**config.mk**
```make
export PLATFORM = sky130hd
export DESIGN_NAME = bts_front
export DESIGN_NICKNAME = d
export VERILOG_FILES = /design/src/bts_pkg.sv /design/src/bts_front.sv
export SDC_FILE = /design/constraint.sdc
export NUM_CORES = 1
export LEC_CHECK = 0
export BUFFER_PORTS_ARGS = -buffer_cell sky130_fd_sc_hd__buf_2
export CAP_MARGIN = 30
export CORE_MARGIN = 2
export CORE_UTILIZATION = 40
export DETAILED_ROUTE_END_ITERATION = 16
export PLACE_DENSITY = 0.62
export SKIP_LAST_GASP = 1
export SLEW_MARGIN = 20
export SYNTH_ARGS = -nofsm -noshare
export SYNTH_HDL_FRONTEND = slang
export SYNTH_SLANG_ARGS = --single-unit
```
**constraint.sdc**
```tcl
create_clock -name clk -period 9.34 [get_ports clk]
set_input_delay 0.934 -clock clk [delete_from_list [all_inputs] [get_ports clk]]
set_output_delay 0.934 -clock clk [all_outputs]
set_load 0.01 [all_outputs]
```
**src/bts_pkg.sv**
```systemverilog
// Package for the bilinear texture scaler: constants, codes, queue entry type.
// No dependencies.
`timescale 1ns / 1ps
package bts_pkg;
  localparam int CoordW    = 9;
  localparam int SizeW     = 10;
  localparam int PixW      = 32;
  localparam int BankAddrW = 16;
  localparam int QueueDepth = 4;
  localparam logic [SizeW-1:0] SrcDimMax = 10'd512;

  localparam logic CMD_WRITE  = 1'b0;
  localparam logic CMD_SAMPLE = 1'b1;

  localparam logic [1:0] REG_WIDTH  = 2'd0;
  localparam logic [1:0] REG_HEIGHT = 2'd1;

  typedef struct packed {
    logic              cmd;
    logic [CoordW-1:0] col;
    logic [CoordW-1:0] row;
    logic [PixW-1:0]   pixel;
    logic [CoordW-1:0] x0;
    logic [CoordW-1:0] x1;
    logic [CoordW-1:0] y0;
    logic [CoordW-1:0] y1;
    logic [CoordW-1:0] fx;
    logic [CoordW-1:0] fy;
  } entry_t;

  function automatic logic [SizeW-1:0] clamp_size(input logic [SizeW-1:0] s);
    if (s == '0) return 10'd1;
    else if (s > SrcDimMax) return SrcDimMax;
    else return s;
  endfunction
endpackage

```
**src/bts_front.sv**
```systemverilog
// Front part: accepts requests, holds size registers, maps sample coordinates.
// Depends on bts_pkg.
`timescale 1ns / 1ps
module bts_front (
  input  logic                       clk,
  input  logic                       rst_n,
  input  logic                       in_valid,
  output logic                       in_ready,
  input  logic                       in_cmd,
  input  logic [bts_pkg::CoordW-1:0] in_col,
  input  logic [bts_pkg::CoordW-1:0] in_row,
  input  logic [bts_pkg::PixW-1:0]   in_pixel,
  input  logic                       cfg_we,
  input  logic [1:0]                 cfg_index,
  input  logic [bts_pkg::SizeW-1:0]  cfg_wdata,
  output logic                       q_valid,
  input  logic                       q_ready,
  output bts_pkg::entry_t            q_entry
);
  logic [bts_pkg::SizeW-1:0] width_r, height_r, size_w, size_h;
  logic                      fr_valid_r;
  bts_pkg::entry_t           fr_entry_r, fr_entry_nxt;
  logic [18:0]               qx, qy;
  logic [9:0]                nx, fxn, ny, fyn;

  assign size_w = bts_pkg::clamp_size(width_r);
  assign size_h = bts_pkg::clamp_size(height_r);
  assign in_ready = !fr_valid_r || q_ready;
  assign q_valid  = fr_valid_r;
  assign q_entry  = fr_entry_r;

  always_comb begin
    qx  = {10'd0, in_col} * {9'd0, size_w};
    qy  = {10'd0, in_row} * {9'd0, size_h};
    nx  = qx[18:9];
    ny  = qy[18:9];
    fxn = nx + 10'd1;
    fyn = ny + 10'd1;
    if (nx >= size_w) nx = size_w - 10'd1;
    if (fxn >= size_w) fxn = size_w - 10'd1;
    if (ny >= size_h) ny = size_h - 10'd1;
    if (fyn >= size_h) fyn = size_h - 10'd1;
    fr_entry_nxt.cmd   = in_cmd;
    fr_entry_nxt.col   = in_col;
    fr_entry_nxt.row   = in_row;
    fr_entry_nxt.pixel = in_pixel;
    fr_entry_nxt.x0    = nx[8:0];
    fr_entry_nxt.x1    = fxn[8:0];
    fr_entry_nxt.y0    = ny[8:0];
    fr_entry_nxt.y1    = fyn[8:0];
    fr_entry_nxt.fx    = qx[8:0];
    fr_entry_nxt.fy    = qy[8:0];
  end

  always_ff @(posedge clk) begin
    if (!rst_n) begin
      width_r    <= bts_pkg::SrcDimMax;
      height_r   <= bts_pkg::SrcDimMax;
      fr_valid_r <= 1'b0;
    end else begin
      if (cfg_we && cfg_index == bts_pkg::REG_WIDTH) width_r <= cfg_wdata;
      if (cfg_we && cfg_index == bts_pkg::REG_HEIGHT) height_r <= cfg_wdata;
      if (in_ready) fr_valid_r <= in_valid;
    end
  end

  always_ff @(posedge clk) begin
    if (in_ready && in_valid) fr_entry_r <= fr_entry_nxt;
  end
endmodule

```
# Word level (Yosys, flattened, before mapping)
# Cells that the tools add are included.
# totals
wordCells	42
n_memories	0
in_bits	68
out_inout_bits	107
mem_bits_rw	0
romBits	0
latch_bits	0
register_bits	126
# classes
magnitude_cmp	6
eq_ne	1
shift	0
n_mul	2
bitwise	0
add_sub_neg	4
div_mod_pow	0
muxes	8
n_reduce_logical	8
# op_table
operator	count
10-bit >= comparator	4
10-bit two-way mux	4
9-bit by 10-bit multiplier with 19-bit output	2
9-bit two-way mux	4
10-bit by 1-bit adder with 10-bit output (second input constant)	2
10-bit greater-than comparator (second input constant)	2
10-bit zero test	2
9-bit by 1-bit subtractor with 9-bit output (second input constant)	2
1-bit logical AND	3
2-bit by 1-bit == test with 1-bit output (second input constant)	1
2-bit zero test	1
1-bit zero test	1
1-bit logical OR	1

# Logic depth before layout (Yosys ltp)
# logic_depth
word_depth	7
depth_mapped	34
mapped_depth_nobuf	31

# Worst setup path before layout
# No wires, ideal clock.
# synth_timing
kind	register -> register
start	reg width_r[5] in the netlist's numbering
end	reg fr_entry_r (netlist bit q_entry[41]), data pin
n_path_buf	4
stages_incl_launch_ff	33
arrival_ns	7.074
synth_period_minus_slack_ns	7.328
setup_time_ns	0.254
path_slack_ns	2.012
t_required_ns	9.086
cell_sequence	dfxtp_1 nor3_2 nand2b_1 or4_1 o31ai_2 buf_2 and2_1 buf_4 nand2_1 fa_1 inv_1 fa_1 fa_1 inv_1 fa_1 inv_1 ha_1 buf_4 nand2b_1 o221ai_1 or3b_2 ha_1 nor3b_2 xnor2_1 ha_1 a21o_1 a21oi_1 o21ai_0 a21o_1 a21oi_1 o21ai_1 clkbuf_1 o21a_1
# synth_via
elab_chain_cells	7
word_cells_on_any_way	9
cone_classes	2 x add/sub; 1 x mul; 2 x order compare; 3 x mux; 1 x reduce/logical
# synth_rtl
element	line_no	text
start: declaration	bts_front.sv:20	logic [bts_pkg::SizeW-1:0] width_r, height_r, size_w, size_h;
start signal: assignment	bts_front.sv:57	width_r <= bts_pkg::SrcDimMax;
start signal: assignment	bts_front.sv:61	if (cfg_we && cfg_index == bts_pkg::REG_WIDTH) width_r <= cfg_wdata;
10-bit greater-than comparator	bts_pkg.sv:33	else if (s > SrcDimMax) return SrcDimMax;
10-bit two-way mux	bts_pkg.sv:33	
10-bit two-way mux *	bts_pkg.sv:32	if (s == '0) return 10'd1;
9-bit by 10-bit multiplier with 19-bit output	bts_front.sv:33	qx = {10'd0, in_col} * {9'd0, size_w};
10-bit by 1-bit adder with 10-bit output	bts_front.sv:37	fxn = nx + 10'd1;
10-bit >= comparator	bts_front.sv:40	if (fxn >= size_w) fxn = size_w - 10'd1;
9-bit two-way mux *	bts_front.sv:40	
named net fxn[5]	bts_front.sv:24	logic [9:0] nx, fxn, ny, fyn;
end signal: assignment	bts_front.sv:68	if (in_ready && in_valid) fr_entry_r <= fr_entry_nxt;
end: declaration	bts_front.sv:22	bts_pkg::entry_t fr_entry_r, fr_entry_nxt;
# Mark *: on every way through the listed nets, which the timed path passes. The rest lies on a longest branch.
# A chain may end at the register's enable or synchronous reset.

# Worst setup path after layout
# Same ends and word-level chain as after synthesis.

==> run metrics <==
status finished clean; Initial DRC Count around 390; Avg Vias per Cell about 5; WP data arrival 8.43 ns; Yosys top cell area share 0.263; main area contributors after synthesis edfxtp_1 (26%), fa_1 (19%), ha_1 (13%), inv_1 (6.1%), and2_1 (4.3%); Main synth FF type edfxtp_1; Die ar. 0.0314 mm²; Routed Antenna Nets 0; Num Clock Sinks 126; Post-layout nets 1630; skew final 0.0180 ns; fillers 2808; Initial Utilization 0.406; largest net degree at the start of global routing 57; Die X-Extent 177 µm; # DRC 0; endpoint type of the worst setup path flop; Reg-to-Reg End q_entry[41]; FF+latch area approximately 0.0036 mm²; r2r setup slk 1.10 ns; delay-heaviest family, CP adder cells; total CTS buffers 17; clock network fraction of total power 0.427; CP bufs+invs 4; Synth Cell Area 0.0120 mm²; Final WS setup about 1.1 ns; row count 63; Fin Setup TNS 0 ns; crit start category flop; core area 0.0296 mm²; VDD IR max 0.000117 V; RSZ-0062 raised after global routing no; input/output buffers 174; critical path's slowest cell fa_1; htree depth 4; design area between 0.01 and 0.015 mm²; Hold Buf Count CTS 0; Max-Cap Viols 0; Int Pwr about 1.3 mW; WHS Endpoint height_r[0]; Post-synth EDFFs 105; CTS tree yes; register share of total power 0.385; P&R area growth vs syn 16.4%; Synth Area per Inst 10.3 µm²; vias in the first global route 8539; max incr delay on CP ~0.56 ns; Hold Path Stages 2; crit path max fanout 12; Routed WL just under 30000 µm; Synth area leader edfxtp_1; Achievable Freq 121 MHz; synth unique cells 73; Yosys Warn Count 0; gpl congestion 0.836; Leak ~6.7 nW; Detailed Routing Iterations Pass 1 5; Antenna diodes 0; Worst Reg2Reg Path Length in Cells 29; Slew @ Worst Pin just over 0.9 ns; FF-to-FF Start width_r[5]; Crit Path Category flop to flop; GR Util All Layers 0.191; final-report setup violation count 0; die height between 150 and 200 µm; placed cell area around 0.013 mm²; synthesized instance count ~1200; initial antenna violation count 1; DP Wirelength 22200 µm; Crit path top cell by count fa_1; M3 GR Usage 0.0275; met2 Track Usage GR 0.317; Worst-Skew Late Latency about 0.43 ns; total grt overflow 0; ys async rst share 0; top post-synthesis cells by count inv_1 (195), ha_1 (122), nand2_1 (118), fa_1 (114), edfxtp_1 (105); register area share after synthesis 0.298; vias post-DR around 8600; hold_sp height_r[0]; post-route minimum period 8.24 ns; GR Layer Usage met1 0.261; pwr dens 126 mW/mm²; switching power 489 µW; CTS Buffer Depth 2; fin. max-slew vios 0; Gate power share 0.188; multi-input combinational cell area between 0.007 and 0.008 mm²; switching part of the total 0.279; wire per inst between 15 and 20 µm; syn_nets 1466; Tcrit/Tclk final 0.882; DP Worst Slack 1.12 ns; clock slew at reported path FFs 0.07 ns; Post-CTS Resized 0; Yosys reg bits 126; I/O pins 175; Fin. Hold Viols 0; Min-Delay Path Class flop to flop; root buf cell clkbuf_16; global-route wire length before repair 46000 µm; peak-usage layer in the global routing report met2; Rel. slew slack 0.390; layout cells sized above 1 0.198; count leader, synth inv_1; setup bufs post-CTS 0; Required @ worst endpoint approximately 9.5 ns
-- power by group through the flow --
stage	combinational [mW]	sequential [mW]	clock (mW)
floorplan	0.201	0.701	0
global placement	0.324	0.686	0
detailed placement	0.329	0.686	0
CTS	0.333	0.675	0.767
global route	0.370	0.677	0.789
finish	0.330	0.674	0.749
-- area by class of cell --
cell class	instances	share of cell area
multi-input cells	792	0.538
flip-flops and latches	126	0.256
repair buffers	192	0.0721
inverters	197	0.0530
well taps	390	0.0350
clock buffers	18	0.0308
clock inverters	13	0.0152
-- cells in the final DEF (no fill, tap or decap), types with 4 or more instances in the layout --
| cell type | n |
|---|---|
| inv_1 | 195 |
| buf_2 | 174 |
| ha_1 | 122 |
| nand2_1 | 118 |
| fa_1 | 114 |
| edfxtp_1 | 105 |
| and2_1 | 82 |
| mux2i_1 | 41 |
| nor2b_1 | 39 |
| xnor2_1 | 33 |
| a21oi_1 | 31 |
| nor2_1 | 25 |
| dfxtp_1 | 21 |
| o21ai_0 | 19 |
| a21o_1 | 17 |
| clkbuf_16 | 17 |
| buf_4 | 17 |
| xor2_1 | 14 |
| nand3_1 | 12 |
| nand2b_1 | 9 |
| o21a_1 | 9 |
| and3_1 | 9 |
| nor3_1 | 7 |
| o21ai_1 | 5 |
| bufinv_16 | 5 |
| a211oi_1 | 4 |
| o211ai_1 | 4 |
| a31oi_1 | 4 |
| a211oi_2 | 4 |
| nand4_1 | 4 |
| clkinv_4 | 4 |
-- how the worst max path moves through the flow --
stage | depth (start not counted) | slack [ns] | start | endpoint
floorplan | 32 | 2.01 | width_r[5] | q_entry[41]
global placement | 28 | 1.06 | width_r[5] | q_entry[44]
detailed placement | 30 | 1.12 | width_r[5] | q_entry[39]
CTS | 30 | 1.12 | width_r[5] | q_entry[39]
global route | 30 | 0.58 | width_r[5] | q_entry[39]
finish | 29 | 1.10 | width_r[5] | q_entry[41]
-- registers in the layout, indices dropped and copies added, names as in the netlist --
register	cells
q_valid	1
width_r	10
height_r	10
q_entry	105
-- metrics by stage --
step / hold slack, ns / cells / power (mW) / utilization
floorplan: 0.486 / 1162 / 0.902 / -
global placement: 0.510 / 1695 / 1.01 / 0.449
detailed placement: 0.515 / 1696 / 1.02 / 0.450
CTS: 0.531 / 1727 / 1.78 / 0.472
global route: 0.562 / 1728 / 1.84 / 0.472
finish: 0.520 / 1728 / 1.75 / 0.472
-- worst register-to-register path, delay by kind of cell, from the launching register on --
family | cells | cell delay, ns
DFF | 1 | 0.37
and+or+nand+nor | 8 | 2.19
adders and majority gates | 7 | 3.13
AOI/OAI and AO/OA | 9 | 1.67
xor gates and xnor gates | 1 | 0.27
buffers and inverters | 4 | 0.39
-- cells by family after synthesis --
| group | share of synthesized area |
|---|---|
| AOI/OAI and AO/OA | 0.0764 |
| DFF | 0.298 |
| adders and majority gates | 0.318 |
| xor gates and xnor gates | 0.0444 |
| buffers and inverters | 0.0774 |
| muxes | 0.0361 |
| and+or+nand+nor | 0.150 |
-- layer usage --
layer	part of all wire	vias to the layer above
met1	0.46	4246
met5	0.00024	-
met4	0.015	2
met3	0.053	27
met2	0.47	238
li1	-	4125
Note: power is estimated with default switching activity, not from simulation.
