**config.mk**
```make
export PLATFORM = sky130hd
export DESIGN_NAME = bts_queue
export DESIGN_NICKNAME = d
export VERILOG_FILES = /design/src/bts_pkg.sv /design/src/bts_queue.sv
export SDC_FILE = /design/constraint.sdc
export NUM_CORES = 1
export LEC_CHECK = 0
export BUFFER_PORTS_ARGS = -buffer_cell sky130_fd_sc_hd__buf_2
export CORE_MARGIN = 3
export CORE_UTILIZATION = 50
export CTS_CLUSTER_DIAMETER = 50
export DETAILED_ROUTE_END_ITERATION = 12
export GPL_TIMING_DRIVEN = 0
export MAX_ROUTING_LAYER = met4
export PLACE_DENSITY = 0.74
export SLEW_MARGIN = 5
export SYNTH_ARGS = -nofsm -noshare
export SYNTH_HDL_FRONTEND = slang
export SYNTH_SLANG_ARGS = --single-unit
export TNS_END_PERCENT = 100
```
**constraint.sdc**
```tcl
create_clock -name clk -period 4 [get_ports clk]
set_clock_uncertainty 0.15 [all_clocks]
set_input_delay 0.6 -clock clk [delete_from_list [all_inputs] [get_ports clk]]
set_output_delay 0.6 -clock clk [all_outputs]
set_load 0.02 [all_outputs]
```
**src/bts_pkg.sv**
```systemverilog
// Package for the bilinear texture scaler: constants, codes, queue entry type.
// No dependencies.
`timescale 1ns / 1ps
package bts_pkg;
  localparam int CoordW    = 9;
  localparam int SizeW     = 10;
  localparam int PixW      = 32;
  localparam int BankAddrW = 16;
  localparam int QueueDepth = 4;
  localparam logic [SizeW-1:0] SrcDimMax = 10'd512;

  localparam logic CMD_WRITE  = 1'b0;
  localparam logic CMD_SAMPLE = 1'b1;

  localparam logic [1:0] REG_WIDTH  = 2'd0;
  localparam logic [1:0] REG_HEIGHT = 2'd1;

  typedef struct packed {
    logic              cmd;
    logic [CoordW-1:0] col;
    logic [CoordW-1:0] row;
    logic [PixW-1:0]   pixel;
    logic [CoordW-1:0] x0;
    logic [CoordW-1:0] x1;
    logic [CoordW-1:0] y0;
    logic [CoordW-1:0] y1;
    logic [CoordW-1:0] fx;
    logic [CoordW-1:0] fy;
  } entry_t;

  function automatic logic [SizeW-1:0] clamp_size(input logic [SizeW-1:0] s);
    if (s == '0) return 10'd1;
    else if (s > SrcDimMax) return SrcDimMax;
    else return s;
  endfunction
endpackage

```
**src/bts_queue.sv**
```systemverilog
// Short queue of classified requests between the front and back parts.
// Depends on bts_pkg.
`timescale 1ns / 1ps
module bts_queue (
  input  logic            clk,
  input  logic            rst_n,
  input  logic            push_valid,
  output logic            push_ready,
  input  bts_pkg::entry_t push_entry,
  output logic            pop_valid,
  input  logic            pop_ready,
  output bts_pkg::entry_t pop_entry
);
  localparam int PtrW = $clog2(bts_pkg::QueueDepth);
  bts_pkg::entry_t mem_r [bts_pkg::QueueDepth];
  logic [PtrW-1:0] wr_ptr_r, rd_ptr_r;
  logic [PtrW:0]   count_r;
  logic            do_push, do_pop;

  assign push_ready = count_r != (PtrW+1)'(bts_pkg::QueueDepth);
  assign pop_valid  = count_r != '0;
  assign pop_entry  = mem_r[rd_ptr_r];
  assign do_push    = push_valid && push_ready;
  assign do_pop     = pop_valid && pop_ready;

  always_ff @(posedge clk) begin
    if (!rst_n) begin
      wr_ptr_r <= '0;
      rd_ptr_r <= '0;
      count_r  <= '0;
    end else begin
      if (do_push) wr_ptr_r <= wr_ptr_r + PtrW'(1);
      if (do_pop) rd_ptr_r <= rd_ptr_r + PtrW'(1);
      if (do_push && !do_pop) count_r <= count_r + (PtrW+1)'(1);
      else if (do_pop && !do_push) count_r <= count_r - (PtrW+1)'(1);
    end
  end

  always_ff @(posedge clk) begin
    if (do_push) mem_r[wr_ptr_r] <= push_entry;
  end
endmodule

```
# Yosys cells after proc, flatten, opt, wreduce, memory -nomap -nowiden
# Memories as Yosys holds them, arrays and structs flattened. A register that Yosys moved wholly into a read port is not among the register bits.
# Cells that the tools add are included.
[totals]
regBits = 7
mem_bits_rw = 420
input_bits = 109
output_inout_bits = 107
wordCells = 23
n_memories = 1
[memory_table]
columns = ["name", "depth", "word_bits", "rd", "rd_ports_with_merged_regs", "write_ports", "line", "rtl"]
rows = [
  ["mem_r", 4, 105, 1, 1, 1, "bts_queue.sv:15", "bts_pkg::entry_t mem_r [bts_pkg::QueueDepth];"],
]
[classes]
addsub = 4
eq_ne = 1
muxes = 6
reduce_logical = 8
[ops]
columns = ["operator", "n"]
rows = [
  ["2-to-1 mux 3 bit", 2],
  ["adder 2 x 1 -> 2 bit, second input constant", 2],
  ["logical AND 1 bit", 4],
  ["2-to-1 mux 2 bit", 2],
  ["adder 3 x 1 -> 3 bit, second input constant", 1],
  ["!= test 3 bit, second input constant", 1],
  ["nonzero test 3 bit", 1],
  ["subtractor 3 x 1 -> 3 bit, second input constant", 1],
  ["zero test 1 bit", 2],
  ["2-to-1 mux 1 bit", 2],
  ["nonzero test 2 bit", 1],
]

# Longest topological paths before layout
# Gate-level depths: netlist of run 1.
[logic_depth]
ltp_word = 6
depth_mapped = 8
mapped_depth_nobuf = 8

# Worst setup path after synthesis of run 1
# OpenSTA, ideal clock, no wires.
[synth_timing]
kind = "input to register"
startpoint = "input port push_valid"
endpoint = "memory mem_r[2][0] in the netlist's numbering, enable pin"
setup_ns = 0.476
t_arrival_ns = 3.346
required_time_ns = 3.374
path_slack_ns = 0.028
cell_stages = 2
path_buffers = 0
cell_sequence = "a21boi_2 > and2_1"
[synth_between]
elab_chain_cells = 3
[synth_rtl]
columns = ["element", "line", "rtl"]
rows = [
  ["from (decl)", "bts_queue.sv:7", "input logic push_valid,"],
  ["logical AND 1 bit", "bts_queue.sv:23", "assign do_push = push_valid && push_ready;"],
  ["2-to-1 mux 1 bit", "bts_queue.sv:40", "if (do_push) mem_r[wr_ptr_r] <= push_entry;"],
  ["2-to-1 mux 1 bit (not written as such)", "bts_queue.sv:40", ""],
  ["to (decl)", "bts_queue.sv:15", ""],
]
# Every way passes these cells.

==> results of run 1 <==
metal layers:
metal	wire length [microns]	vias up	GRT usage
li1	-	3117	-
met1	11660	3677	0.2334
met2	14810	237	0.2954
met3	2366	45	0.04919
met4	490	0	0.03931
met5	0	-	-
placed cells by master, fill, tap and decap left out, drive strengths merged, types with 2 or more instances in the layout:
master and instances:
a21boi 2, and2 8, buf 240, bufinv 4
clkbuf 60, clkinv 17, clkinvlp 3, dfxtp 9
diode 2, edfxtp 420, ha 5, inv 8
mux2i 3, mux4 105, nand2 5, or3 2
xnor2 3
worst register-to-register path: stages (launching register included):
cell and delay, ns:
sky130_fd_sc_hd__dfxtp_1 0.47, sky130_fd_sc_hd__nor2_1 0.12, sky130_fd_sc_hd__a21boi_2 0.37, sky130_fd_sc_hd__and2_4 0.78, sky130_fd_sc_hd__buf_16 0.36
final timing paths:
kind	to	slack, ns	depth (start not counted)
min	mem_r[0][84]$_DFFE_PP_	0.13	1
max	pop_entry[58]	1.01	5
min reg2reg	wr_ptr_r[0]$_SDFFE_PN0P_	0.36	2
max reg2reg	mem_r[2][52]$_DFFE_PP_	1.34	4
flip-flops by register name, indices dropped and copies added, names as in the netlist, named ones only:
name,flops
mem_r,420
count_r,3
rd_ptr_r,2
wr_ptr_r,2
power groups by stage:
| stage | combinational, mW | sequential [mW] | clock, mW |
|---|---|---|---|
| 2_1_floorplan | 2.26 | 5.67 | 0 |
| 4_1_cts | 3.34 | 5.58 | 4.13 |
| 6_report | 3.27 | 5.57 | 4.04 |
| 5_1_grt | 3.49 | 5.61 | 4.32 |
| 3_3_place_gp | 3.23 | 5.73 | 0 |
| 3_5_place_dp | 3.33 | 5.67 | 0 |
area by class of cell:
cell class                      instances  area share
Sequential cell                       429      0.6783
Multi-Input combinational cell        140      0.1407
Timing Repair Buffer                  221     0.06622
Clock buffer                           54     0.06376
Tap cell                              396     0.02627
Clock inverter                         29     0.01380
Buffer                                 25     0.01002
Inverter                                3   0.0005971
Antenna cell                            2   0.0002654
through the flow:
| step | utilization | setup WS (ns) | instances |
|---|---|---|---|
| final | 0.6149 | 1.006 | 1299 |
| after global routing | 0.6149 | 0.8795 | 1299 |
| after CTS | 0.6147 | 0.9422 | 1297 |
| after detailed placement | 0.5670 | 1.218 | 1214 |
| after global placement | 0.5609 | -2.109 | 1207 |
| after floorplan | - | 0.02788 | 597 |
kinds of logic after synthesis:
kind of cell               count (synthesis)
and+or+nand+nor                           17
adders and majority gates                  6
buffers and inverters                     28
DFF                                      429
xor gates and xnor gates                   4
AOI/OAI and AO/OA                          5
muxes                                    108
==> run_summary.xml, run 1 <==
<?xml version="1.0" encoding="UTF-8"?>
<metrics>
  <group name="final_layout">
    <metric name="post-route-cell-area" unit="sq um">18860</metric>
    <metric name="drive_gt1_frac" unit="">0.4595</metric>
    <metric name="fillerInstances" unit="">2112</metric>
    <metric name="area.growth.synth_to_final" unit="%">20.61</metric>
    <metric name="seq_area" unit="sq um">12790</metric>
    <metric name="num-nets-final" unit="">980</metric>
    <metric name="area_occupied_by_multi_input_gates" unit="sq um">2654</metric>
  </group>
  <group name="power_and_ir_drop">
    <metric name="power.share.switching" unit="">0.2807</metric>
    <metric name="design_power_total" unit="mW">12.88</metric>
    <metric name="pwr-share-comb" unit="">0.254</metric>
    <metric name="p_sw" unit="mW">3.615</metric>
    <metric name="seqPwrFrac" unit="">0.433</metric>
    <metric name="internal_power_summed_over_all_cells" unit="mW">9.262</metric>
    <metric name="p_clk_frac" unit="">0.314</metric>
    <metric name="total_leakage_power" unit="nW">6.357</metric>
    <metric name="worst_vdd_rail_ir_drop" unit="mV">0.3984</metric>
    <metric name="power.density" unit="nW/um^2">682.8</metric>
  </group>
  <group name="clock_network">
    <metric name="cts.root.buffer_cell" unit="">sky130_fd_sc_hd__clkbuf_16</metric>
    <metric name="path_clk_slew" unit="ns">0.06</metric>
    <metric name="htree_levels" unit="">2</metric>
    <metric name="cts_buffers" unit="">45</metric>
    <metric name="post_cts_resized" unit="">0</metric>
    <metric name="cts_tree" unit="">yes</metric>
    <metric name="clk_buf_depth" unit="">3</metric>
    <metric name="cts_sinks" unit="">429</metric>
    <metric name="post_cts.repair.setup_buffers" unit="">0</metric>
    <metric name="holdBufCountCts" unit="">0</metric>
    <metric name="clk_latency" unit="ns">0.52</metric>
  </group>
  <group name="sta">
    <metric name="layout_worst_path_cycle_share" unit="">0.7485</metric>
    <metric name="hold-worst-slack" unit="ns">0.1328</metric>
    <metric name="slew_headroom" unit="">0.4411</metric>
    <metric name="fmaxAchievable" unit="MHz">334.0</metric>
    <metric name="final-max-slew-violation-count" unit="">0</metric>
    <metric name="grt_setup_unrepaired" unit="">false</metric>
    <metric name="tightestPinTransition" unit="ns">0.8383</metric>
    <metric name="setup-tns-final" unit="ns">0</metric>
    <metric name="finalSetupViolCount" unit="">0</metric>
    <metric name="hold_viol_final" unit="">0</metric>
    <metric name="min_clock_period_post_route" unit="ns">2.994</metric>
  </group>
  <group name="grt">
    <metric name="initial_antenna_violation_count" unit="">2</metric>
    <metric name="global_route.overflow_total" unit="">0</metric>
    <metric name="grt_max_degree" unit="">57</metric>
    <metric name="grt_first_pass_wirelength" unit="mm">44.99</metric>
    <metric name="number_of_global_route_vias_before_repair" unit="">7729</metric>
    <metric name="globalRouteTotalUtil" unit="">0.1811</metric>
  </group>
  <group name="setup_path">
    <metric name="timing.critical_path.cells" unit="">buf_2 -&gt; buf_2 -&gt; buf_2 -&gt; mux4_2 -&gt; buf_2</metric>
    <metric name="cp_num_buf_inv" unit="">4</metric>
    <metric name="slowest_delay" unit="ns">0.38</metric>
    <metric name="critical_path_class" unit="">reg -&gt; out</metric>
    <metric name="crit_required" unit="ns">3.25</metric>
    <metric name="arrival_time_at_the_worst_endpoint" unit="ns">2.24</metric>
    <metric name="critPathSlowestCell" unit="">sky130_fd_sc_hd__mux4_2</metric>
    <metric name="critical_path.max_fanout" unit="">10</metric>
    <metric name="worst_path_dominant_cell_family" unit="">buffers and inverters</metric>
    <metric name="cell_with_the_most_instances_on_the_worst_path" unit="">sky130_fd_sc_hd__buf_2</metric>
    <metric name="reg2reg_from" unit="">count_r[0]$_SDFFE_PN0P_</metric>
    <metric name="worst_setup_path_end_kind" unit="">output port</metric>
    <metric name="critical_path.startpoint_type" unit="">register</metric>
  </group>
  <group name="place">
    <metric name="io_buffer_count" unit="">214</metric>
    <metric name="routabilityCongestion" unit="">0.7085</metric>
    <metric name="dp.final_hpwl" unit="mm">18.39</metric>
    <metric name="placed_area" unit="sq um">17390</metric>
  </group>
  <group name="logic_synthesis">
    <metric name="yosys_warnings" unit="">0</metric>
    <metric name="ys_async_sr_fraction" unit="">0</metric>
    <metric name="synthesis.area" unit="sq um">15640</metric>
    <metric name="muxShareOfSynthArea" unit="">0.1532</metric>
    <metric name="dominantRegCellSynth" unit="">sky130_fd_sc_hd__edfxtp_1</metric>
    <metric name="synth_seq_cells" unit="">429</metric>
    <metric name="synth-xor-area-share" unit="">0.002241</metric>
    <metric name="synth_adder_area_share" unit="">0.005281</metric>
    <metric name="avgSynthCellArea" unit="sq um">26.19</metric>
    <metric name="synthSimpleGateAreaFrac" unit="">0.005841</metric>
    <metric name="synth_commonest_cells" unit="">sky130_fd_sc_hd__edfxtp_1, sky130_fd_sc_hd__mux4_2, sky130_fd_sc_hd__buf_2</metric>
    <metric name="synth.net_count" unit="">712</metric>
    <metric name="synth.most_common_cell" unit="">sky130_fd_sc_hd__edfxtp_1</metric>
    <metric name="syn-instance-count" unit="">597</metric>
    <metric name="synth_top_family_by_area" unit="">multiplexers</metric>
    <metric name="synth.top_cells.by_area" unit="">sky130_fd_sc_hd__edfxtp_1, sky130_fd_sc_hd__mux4_2, sky130_fd_sc_hd__dfxtp_1</metric>
    <metric name="synth_edf_count" unit="">420</metric>
    <metric name="synth_top_area_frac" unit="">0.8066</metric>
    <metric name="synth_sequential_area_ratio" unit="">0.8181</metric>
    <metric name="synth_compound_area_frac" unit="">0.002561</metric>
    <metric name="yosys.area.top_type" unit="">sky130_fd_sc_hd__edfxtp_1</metric>
    <metric name="synth_cell_type_count" unit="">24</metric>
  </group>
  <group name="detailed_routing">
    <metric name="route.final.wire_length" unit="mm">29.33</metric>
    <metric name="post-route-drc-count" unit="">0</metric>
    <metric name="routed-via-count" unit="">7076</metric>
    <metric name="drt-initial-drc-count" unit="">532</metric>
    <metric name="detail_route.wl_per_cell" unit="microns">22.58</metric>
    <metric name="ant_nets" unit="">0</metric>
    <metric name="drt_via_density" unit="">5.447</metric>
    <metric name="drt_pass1_iterations" unit="">5</metric>
  </group>
  <group name="hold_path">
    <metric name="hold_path.class" unit="">in -&gt; reg</metric>
    <metric name="worst_hold_startpoint" unit="">push_entry[84]</metric>
  </group>
  <group name="floorplan">
    <metric name="core" unit="sq um">30670</metric>
    <metric name="io-pin-count" unit="">216</metric>
    <metric name="total_die_area" unit="sq um">33430</metric>
    <metric name="floorplan.initialDensity" unit="">0.5098</metric>
    <metric name="floorplan.rows" unit="">64</metric>
    <metric name="y_dimension_of_the_die" unit="microns">182.8</metric>
    <metric name="die-width" unit="microns">182.8</metric>
  </group>
  <group name="flow_run">
    <metric name="cap_viol_max_count" unit="">0</metric>
  </group>
  <group name="status">
    <metric name="outcome" unit="">finished, final reports clean</metric>
  </group>
</metrics>
(Power assumes the default switching activity.)
==> inputs of run 2 (changes only) <==
--- a/config.mk
+++ b/config.mk
@@ -12,7 +12,7 @@
 export DETAILED_ROUTE_END_ITERATION = 12
 export GPL_TIMING_DRIVEN = 0
 export MAX_ROUTING_LAYER = met4
-export PLACE_DENSITY = 0.74
+export PLACE_DENSITY = 0.71
 export SLEW_MARGIN = 5
 export SYNTH_ARGS = -nofsm -noshare
 export SYNTH_HDL_FRONTEND = slang
==> constraint.sdc (replaced) <==
create_clock -name clk -period 3.1 [get_ports clk]
set_clock_uncertainty 0.15 [all_clocks]
set_input_delay 0.465 -clock clk [delete_from_list [all_inputs] [get_ports clk]]
set_output_delay 0.465 -clock clk [all_outputs]
set_load 0.02 [all_outputs]
==> run_summary.xml, run 2 (synthesis results as in run 1) <==
<?xml version="1.0" encoding="UTF-8"?>
<metrics>
  <group name="status">
    <metric name="outcome" unit="">finished, final reports clean</metric>
  </group>
  <group name="floorplan">
    <metric name="core" unit="sq um">30670</metric>
    <metric name="y_dimension_of_the_die" unit="microns">182.8</metric>
    <metric name="die-width" unit="microns">182.8</metric>
    <metric name="floorplan.initialDensity" unit="">0.5098</metric>
    <metric name="floorplan.rows" unit="">64</metric>
    <metric name="total_die_area" unit="sq um">33430</metric>
    <metric name="io-pin-count" unit="">216</metric>
  </group>
  <group name="clock_network">
    <metric name="path_clk_slew" unit="ns">0.06</metric>
    <metric name="cts_tree" unit="">yes</metric>
    <metric name="cts_buffers" unit="">44</metric>
    <metric name="cts.root.buffer_cell" unit="">sky130_fd_sc_hd__clkbuf_16</metric>
    <metric name="clk_latency" unit="ns">0.51</metric>
    <metric name="htree_levels" unit="">2</metric>
    <metric name="cts_sinks" unit="">429</metric>
    <metric name="clk_buf_depth" unit="">3</metric>
    <metric name="post_cts_resized" unit="">0</metric>
  </group>
  <group name="sta">
    <metric name="hold-worst-slack" unit="ns">0.02000</metric>
    <metric name="fmaxAchievable" unit="MHz">351.8</metric>
    <metric name="grt_setup_unrepaired" unit="">false</metric>
    <metric name="hold_viol_final" unit="">0</metric>
    <metric name="layout_worst_path_cycle_share" unit="">0.9170</metric>
    <metric name="final-max-slew-violation-count" unit="">0</metric>
    <metric name="tightestPinTransition" unit="ns">0.7024</metric>
    <metric name="min_clock_period_post_route" unit="ns">2.843</metric>
    <metric name="slew_headroom" unit="">0.5317</metric>
    <metric name="finalSetupViolCount" unit="">0</metric>
  </group>
  <group name="grt">
    <metric name="initial_antenna_violation_count" unit="">4</metric>
    <metric name="globalRouteTotalUtil" unit="">0.1798</metric>
    <metric name="number_of_global_route_vias_before_repair" unit="">7778</metric>
    <metric name="global_route.overflow_total" unit="">0</metric>
    <metric name="grt_max_degree" unit="">51</metric>
    <metric name="grt_first_pass_wirelength" unit="mm">44.90</metric>
  </group>
  <group name="detailed_routing">
    <metric name="drt_pass1_iterations" unit="">4</metric>
    <metric name="drt_via_density" unit="">5.333</metric>
    <metric name="ant_nets" unit="">0</metric>
    <metric name="post-route-drc-count" unit="">0</metric>
    <metric name="routed-via-count" unit="">7328</metric>
    <metric name="route.final.wire_length" unit="mm">29.02</metric>
    <metric name="detail_route.wl_per_cell" unit="microns">21.12</metric>
    <metric name="drt-initial-drc-count" unit="">451</metric>
  </group>
  <group name="flow_run">
    <metric name="cap_viol_max_count" unit="">0</metric>
  </group>
  <group name="final_layout">
    <metric name="fillerInstances" unit="">2042</metric>
    <metric name="regMostFlops" unit="">mem_r</metric>
    <metric name="post-route-cell-area" unit="sq um">19620</metric>
    <metric name="largest_reg_flops" unit="">420</metric>
    <metric name="drive_gt1_frac" unit="">0.4209</metric>
    <metric name="layout.cells.most_common_list" unit="">sky130_fd_sc_hd__edfxtp_1, sky130_fd_sc_hd__buf_2, sky130_fd_sc_hd__mux4_2, sky130_fd_sc_hd__dlygate4sd3_1, sky130_fd_sc_hd__clkbuf_16</metric>
    <metric name="area.growth.synth_to_final" unit="%">25.45</metric>
    <metric name="area_occupied_by_multi_input_gates" unit="sq um">2654</metric>
    <metric name="top_regs" unit="">mem_r x420, count_r x3</metric>
    <metric name="final_common_cell" unit="">sky130_fd_sc_hd__edfxtp_1</metric>
    <metric name="num-nets-final" unit="">1060</metric>
    <metric name="seq_area" unit="sq um">12790</metric>
  </group>
  <group name="power_and_ir_drop">
    <metric name="worst_vdd_rail_ir_drop" unit="mV">0.5622</metric>
    <metric name="total_leakage_power" unit="nW">6.676</metric>
    <metric name="power.density" unit="nW/um^2">840.9</metric>
  </group>
  <group name="setup_path">
    <metric name="crit_required" unit="ns">2.48</metric>
    <metric name="critical_path_class" unit="">reg -&gt; out</metric>
    <metric name="arrival_time_at_the_worst_endpoint" unit="ns">2.23</metric>
    <metric name="worst_setup_path_end_kind" unit="">output port</metric>
    <metric name="critical_path.max_fanout" unit="">10</metric>
    <metric name="critical_path.startpoint_type" unit="">register</metric>
  </group>
  <group name="place">
    <metric name="dp.final_hpwl" unit="mm">18.01</metric>
    <metric name="routabilityCongestion" unit="">0.6965</metric>
    <metric name="placed_area" unit="sq um">17420</metric>
    <metric name="io_buffer_count" unit="">214</metric>
  </group>
  <group name="hold_path">
    <metric name="hold_path.class" unit="">in -&gt; reg</metric>
  </group>
</metrics>
[run 2: cell types whose count changed in the layout (fill, tap and decap cells not counted), sizes merged, moves of 2 or more]
cell	before	now
clkinv	17	15
clkinvlp	3	1
diode	2	4
dlygate4sd3	0	80
inv	8	4
[run 2: critical path: stages, from the launching register on]
cell and delay [ns]:
sky130_fd_sc_hd__dfxtp_1 0.30, sky130_fd_sc_hd__buf_2 0.21, sky130_fd_sc_hd__buf_2 0.33, sky130_fd_sc_hd__buf_2 0.33
sky130_fd_sc_hd__mux4_2 0.36, sky130_fd_sc_hd__buf_2 0.18
[run 2: worst paths after layout]
check | from | to | slack [ns] | cells past startpoint
setup reg to reg | count_r[0]$_SDFFE_PN0P_ | mem_r[0][49]$_DFFE_PP_ | 0.51 | 5
hold / removal | push_entry[28] | mem_r[3][28]$_DFFE_PP_ | 0.02 | 1
setup / recovery | register | pop_entry[72] | 0.26 | 5
hold reg to reg | wr_ptr_r[1]$_SDFFE_PN0P_ | wr_ptr_r[1]$_SDFFE_PN0P_ | 0.35 | 2
[run 2: timing repair]
| action | 4_1_cts | 5_1_grt |
|---|---|---|
| setup buffers | 0 | 0 |
| hold buffers | 78 | 2 |
| endpoints found under the hold margin | 295 | 8 |
[run 2: per-layer routing]
metal | track usage | up-vias | part of all wire
met5 | - | - | 0
met2 | 0.2893 | 250 | 0.50
li1 | - | 3282 | -
met1 | 0.2344 | 3746 | 0.40
met3 | 0.04661 | 50 | 0.077
met4 | 0.04475 | 0 | 0.022
[run 2: through the flow]
stage / std cells / TNS, ns / utilization / power (mW) / setup slack, ns
after floorplan: 597 / 0 / - / 10.19 / 0.3848
after global placement: 1207 / -326.20 / 0.5611 / 11.52 / -0.8047
after CTS: 1368 / 0 / 0.6386 / 16.74 / 0.1652
final: 1374 / 0 / 0.6396 / 16.50 / 0.2572
after detailed placement: 1215 / 0 / 0.5679 / 11.61 / 0.4419
after global routing: 1374 / 0 / 0.6396 / 17.24 / 0.1200
[run 2: power breakdown]
group          switching (mW)  internal, mW
sequential              0.144          7.04
combinational            2.42          1.87
clock                    1.97          3.05
[run 2: area by class of cell]
type,count,area share
flip-flops and latches,429,0.6521
multi-input cells,140,0.1353
repair buffers,302,0.1059
clock buffers,53,0.05894
well taps,396,0.02526
clock inverters,22,0.01180
plain buffers,25,0.009631
inverters,3,0.0005741
diodes,4,0.0005103
==> inputs of run 3 (changes only) <==
--- a/config.mk
+++ b/config.mk
@@ -6,13 +6,15 @@
 export NUM_CORES = 1
 export LEC_CHECK = 0
 export BUFFER_PORTS_ARGS = -buffer_cell sky130_fd_sc_hd__buf_2
+export CELL_PAD_IN_SITES_DETAIL_PLACEMENT = 0
+export CELL_PAD_IN_SITES_GLOBAL_PLACEMENT = 1
 export CORE_MARGIN = 3
 export CORE_UTILIZATION = 50
 export CTS_CLUSTER_DIAMETER = 50
 export DETAILED_ROUTE_END_ITERATION = 12
 export GPL_TIMING_DRIVEN = 0
 export MAX_ROUTING_LAYER = met4
-export PLACE_DENSITY = 0.71
+export PLACE_DENSITY_LB_ADDON = 0.1
 export SLEW_MARGIN = 5
 export SYNTH_ARGS = -nofsm -noshare
 export SYNTH_HDL_FRONTEND = slang
==> run_summary.xml, run 3 (synthesis results as in run 1) <==
<?xml version="1.0" encoding="UTF-8"?>
<metrics>
  <group name="setup_path">
    <metric name="worst_path_dominant_cell_family" unit="">buffers and inverters</metric>
    <metric name="cell_with_the_most_instances_on_the_worst_path" unit="">sky130_fd_sc_hd__buf_2</metric>
    <metric name="critPathSlowestCell" unit="">sky130_fd_sc_hd__mux4_2</metric>
    <metric name="cp_num_buf_inv" unit="">4</metric>
    <metric name="timing.critical_path.cells" unit="">buf_2 -&gt; buf_2 -&gt; buf_2 -&gt; mux4_2 -&gt; buf_2</metric>
    <metric name="crit_required" unit="ns">2.48</metric>
    <metric name="worst_setup_path_end_kind" unit="">output port</metric>
    <metric name="arrival_time_at_the_worst_endpoint" unit="ns">2.21</metric>
    <metric name="critical_path.max_fanout" unit="">10</metric>
    <metric name="critical_path.startpoint_type" unit="">register</metric>
    <metric name="critical_path_class" unit="">reg -&gt; out</metric>
    <metric name="slowest_delay" unit="ns">0.37</metric>
  </group>
  <group name="floorplan">
    <metric name="floorplan.initialDensity" unit="">0.5098</metric>
    <metric name="total_die_area" unit="sq um">33430</metric>
    <metric name="io-pin-count" unit="">216</metric>
    <metric name="y_dimension_of_the_die" unit="microns">182.8</metric>
    <metric name="core" unit="sq um">30670</metric>
    <metric name="floorplan.rows" unit="">64</metric>
    <metric name="die-width" unit="microns">182.8</metric>
  </group>
  <group name="flow_run">
    <metric name="cap_viol_max_count" unit="">0</metric>
  </group>
  <group name="detailed_routing">
    <metric name="drt_via_density" unit="">5.316</metric>
    <metric name="route.final.wire_length" unit="mm">29.05</metric>
    <metric name="detail_route.wl_per_cell" unit="microns">20.99</metric>
    <metric name="drt_pass1_iterations" unit="">4</metric>
    <metric name="post-route-drc-count" unit="">0</metric>
    <metric name="ant_nets" unit="">0</metric>
    <metric name="drt-initial-drc-count" unit="">449</metric>
    <metric name="routed-via-count" unit="">7358</metric>
  </group>
  <group name="sta">
    <metric name="finalSetupViolCount" unit="">0</metric>
    <metric name="tightestPinTransition" unit="ns">0.8238</metric>
    <metric name="fmaxAchievable" unit="MHz">353.5</metric>
    <metric name="layout_worst_path_cycle_share" unit="">0.9125</metric>
    <metric name="hold_viol_final" unit="">0</metric>
    <metric name="final-max-slew-violation-count" unit="">0</metric>
    <metric name="setup-tns-final" unit="ns">0</metric>
    <metric name="grt_setup_unrepaired" unit="">false</metric>
    <metric name="slew_headroom" unit="">0.4508</metric>
    <metric name="min_clock_period_post_route" unit="ns">2.829</metric>
  </group>
  <group name="clock_network">
    <metric name="htree_levels" unit="">2</metric>
    <metric name="clk_buf_depth" unit="">3</metric>
    <metric name="cts_sinks" unit="">429</metric>
    <metric name="cts_tree" unit="">yes</metric>
    <metric name="post_cts_resized" unit="">0</metric>
    <metric name="path_clk_slew" unit="ns">0.06</metric>
    <metric name="cts_buffers" unit="">45</metric>
    <metric name="cts.root.buffer_cell" unit="">sky130_fd_sc_hd__clkbuf_16</metric>
    <metric name="clk_latency" unit="ns">0.52</metric>
  </group>
  <group name="power_and_ir_drop">
    <metric name="power.density" unit="nW/um^2">828.7</metric>
    <metric name="design_power_total" unit="mW">16.30</metric>
    <metric name="total_leakage_power" unit="nW">6.704</metric>
    <metric name="worst_vdd_rail_ir_drop" unit="mV">0.5662</metric>
  </group>
  <group name="place">
    <metric name="placedCellCount" unit="">1214</metric>
    <metric name="dp.final_hpwl" unit="mm">17.66</metric>
    <metric name="io_buffer_count" unit="">214</metric>
    <metric name="routabilityCongestion" unit="">0.7218</metric>
  </group>
  <group name="final_layout">
    <metric name="fin_cells" unit="">1384</metric>
    <metric name="drive_gt1_frac" unit="">0.4211</metric>
    <metric name="area.growth.synth_to_final" unit="%">25.81</metric>
    <metric name="num_antenna_cells" unit="">0</metric>
    <metric name="regMostFlops" unit="">mem_r</metric>
    <metric name="largest_reg_flops" unit="">420</metric>
    <metric name="top_regs" unit="">mem_r x420, count_r x3</metric>
    <metric name="fillerInstances" unit="">2060</metric>
    <metric name="num-nets-final" unit="">1071</metric>
    <metric name="layout.cells.most_common_list" unit="">sky130_fd_sc_hd__edfxtp_1, sky130_fd_sc_hd__buf_2, sky130_fd_sc_hd__mux4_2, sky130_fd_sc_hd__dlygate4sd3_1, sky130_fd_sc_hd__clkbuf_16</metric>
    <metric name="final_common_cell" unit="">sky130_fd_sc_hd__edfxtp_1</metric>
    <metric name="fin_util" unit="">0.6414</metric>
  </group>
  <group name="status">
    <metric name="outcome" unit="">finished, final reports clean</metric>
  </group>
  <group name="grt">
    <metric name="grt_max_degree" unit="">56</metric>
    <metric name="grt_first_pass_wirelength" unit="mm">45.37</metric>
    <metric name="global_route.overflow_total" unit="">0</metric>
    <metric name="number_of_global_route_vias_before_repair" unit="">8000</metric>
    <metric name="initial_antenna_violation_count" unit="">0</metric>
    <metric name="globalRouteTotalUtil" unit="">0.1817</metric>
  </group>
  <group name="hold_path">
    <metric name="hold_path.class" unit="">in -&gt; reg</metric>
  </group>
</metrics>
run 3: changes by cell type in the layout (fill, tap and decap cells not counted):
cell / before / now
sky130_fd_sc_hd__clkinv_4: 0 / 2
sky130_fd_sc_hd__dlygate4sd3_1: 80 / 91
sky130_fd_sc_hd__clkbuf_8: 0 / 4
sky130_fd_sc_hd__clkinv_1: 8 / 7
sky130_fd_sc_hd__clkinv_2: 7 / 11
sky130_fd_sc_hd__buf_16: 6 / 7
sky130_fd_sc_hd__diode_2: 4 / 0
sky130_fd_sc_hd__buf_12: 3 / 1
sky130_fd_sc_hd__clkbuf_1: 14 / 12
sky130_fd_sc_hd__clkinvlp_4: 1 / 3
sky130_fd_sc_hd__bufinv_16: 5 / 1
sky130_fd_sc_hd__inv_6: 1 / 0
run 3: final timing paths:
check / endpoint / slack [ns] / from / cells past startpoint
max: pop_entry[66] / 0.27 / register / 5
min: mem_r[0][72]$_DFFE_PP_ / 0.02 / push_entry[72] / 1
max reg2reg: mem_r[0][41]$_DFFE_PP_ / 0.46 / count_r[0]$_SDFFE_PN0P_ / 4
min reg2reg: wr_ptr_r[0]$_SDFFE_PN0P_ / 0.36 / wr_ptr_r[0]$_SDFFE_PN0P_ / 2
run 3: cell type report:
type	instances	area (sq um)	share of cell area
Buffer	25	188.9	0.009604
Timing Repair Buffer	312	2175	0.1105
Sequential cell	429	12790	0.6503
Clock buffer	55	1204	0.06119
Clock inverter	24	151.4	0.007696
Inverter	3	11.26	0.0005724
Multi-Input combinational cell	140	2654	0.1349
Tap cell	396	495.5	0.02519
run 3: layer usage:
metal | track usage | vias up | part of all wire
met5 | - | - | 0
met4 | 0.04566 | 0 | 0.021
met3 | 0.03828 | 48 | 0.063
met2 | 0.2967 | 197 | 0.51
met1 | 0.2389 | 3819 | 0.40
li1 | - | 3294 | -
run 3: what timing repair did:
item | 4_1_cts | 5_1_grt
buffers inserted | 0 | 0
hold buffers | 91 | 0
hold endpoints to repair | 357 | 0
run 3: report_power, final:
group | leakage (nW) | switching [mW] | internal (mW)
clock network | 0.667 | 2.02 | 2.83
registers | 3.92 | 0.146 | 7.04
logic | 2.11 | 2.40 | 1.87
run 3: metrics by stage:
step | cell area (sq um) | worst slack, ns | hold slack (ns)
3_5_place_dp | 17410 | 0.4386 | 0.3550
4_1_cts | 19670 | 0.1901 | 0.0001056
2_1_floorplan | 15640 | 0.3848 | 0.3177
3_3_place_gp | 17210 | -0.7035 | 0.3256
6_report | 19670 | 0.2714 | 0.02017
5_1_grt | 19670 | 0.1402 | 0.006525
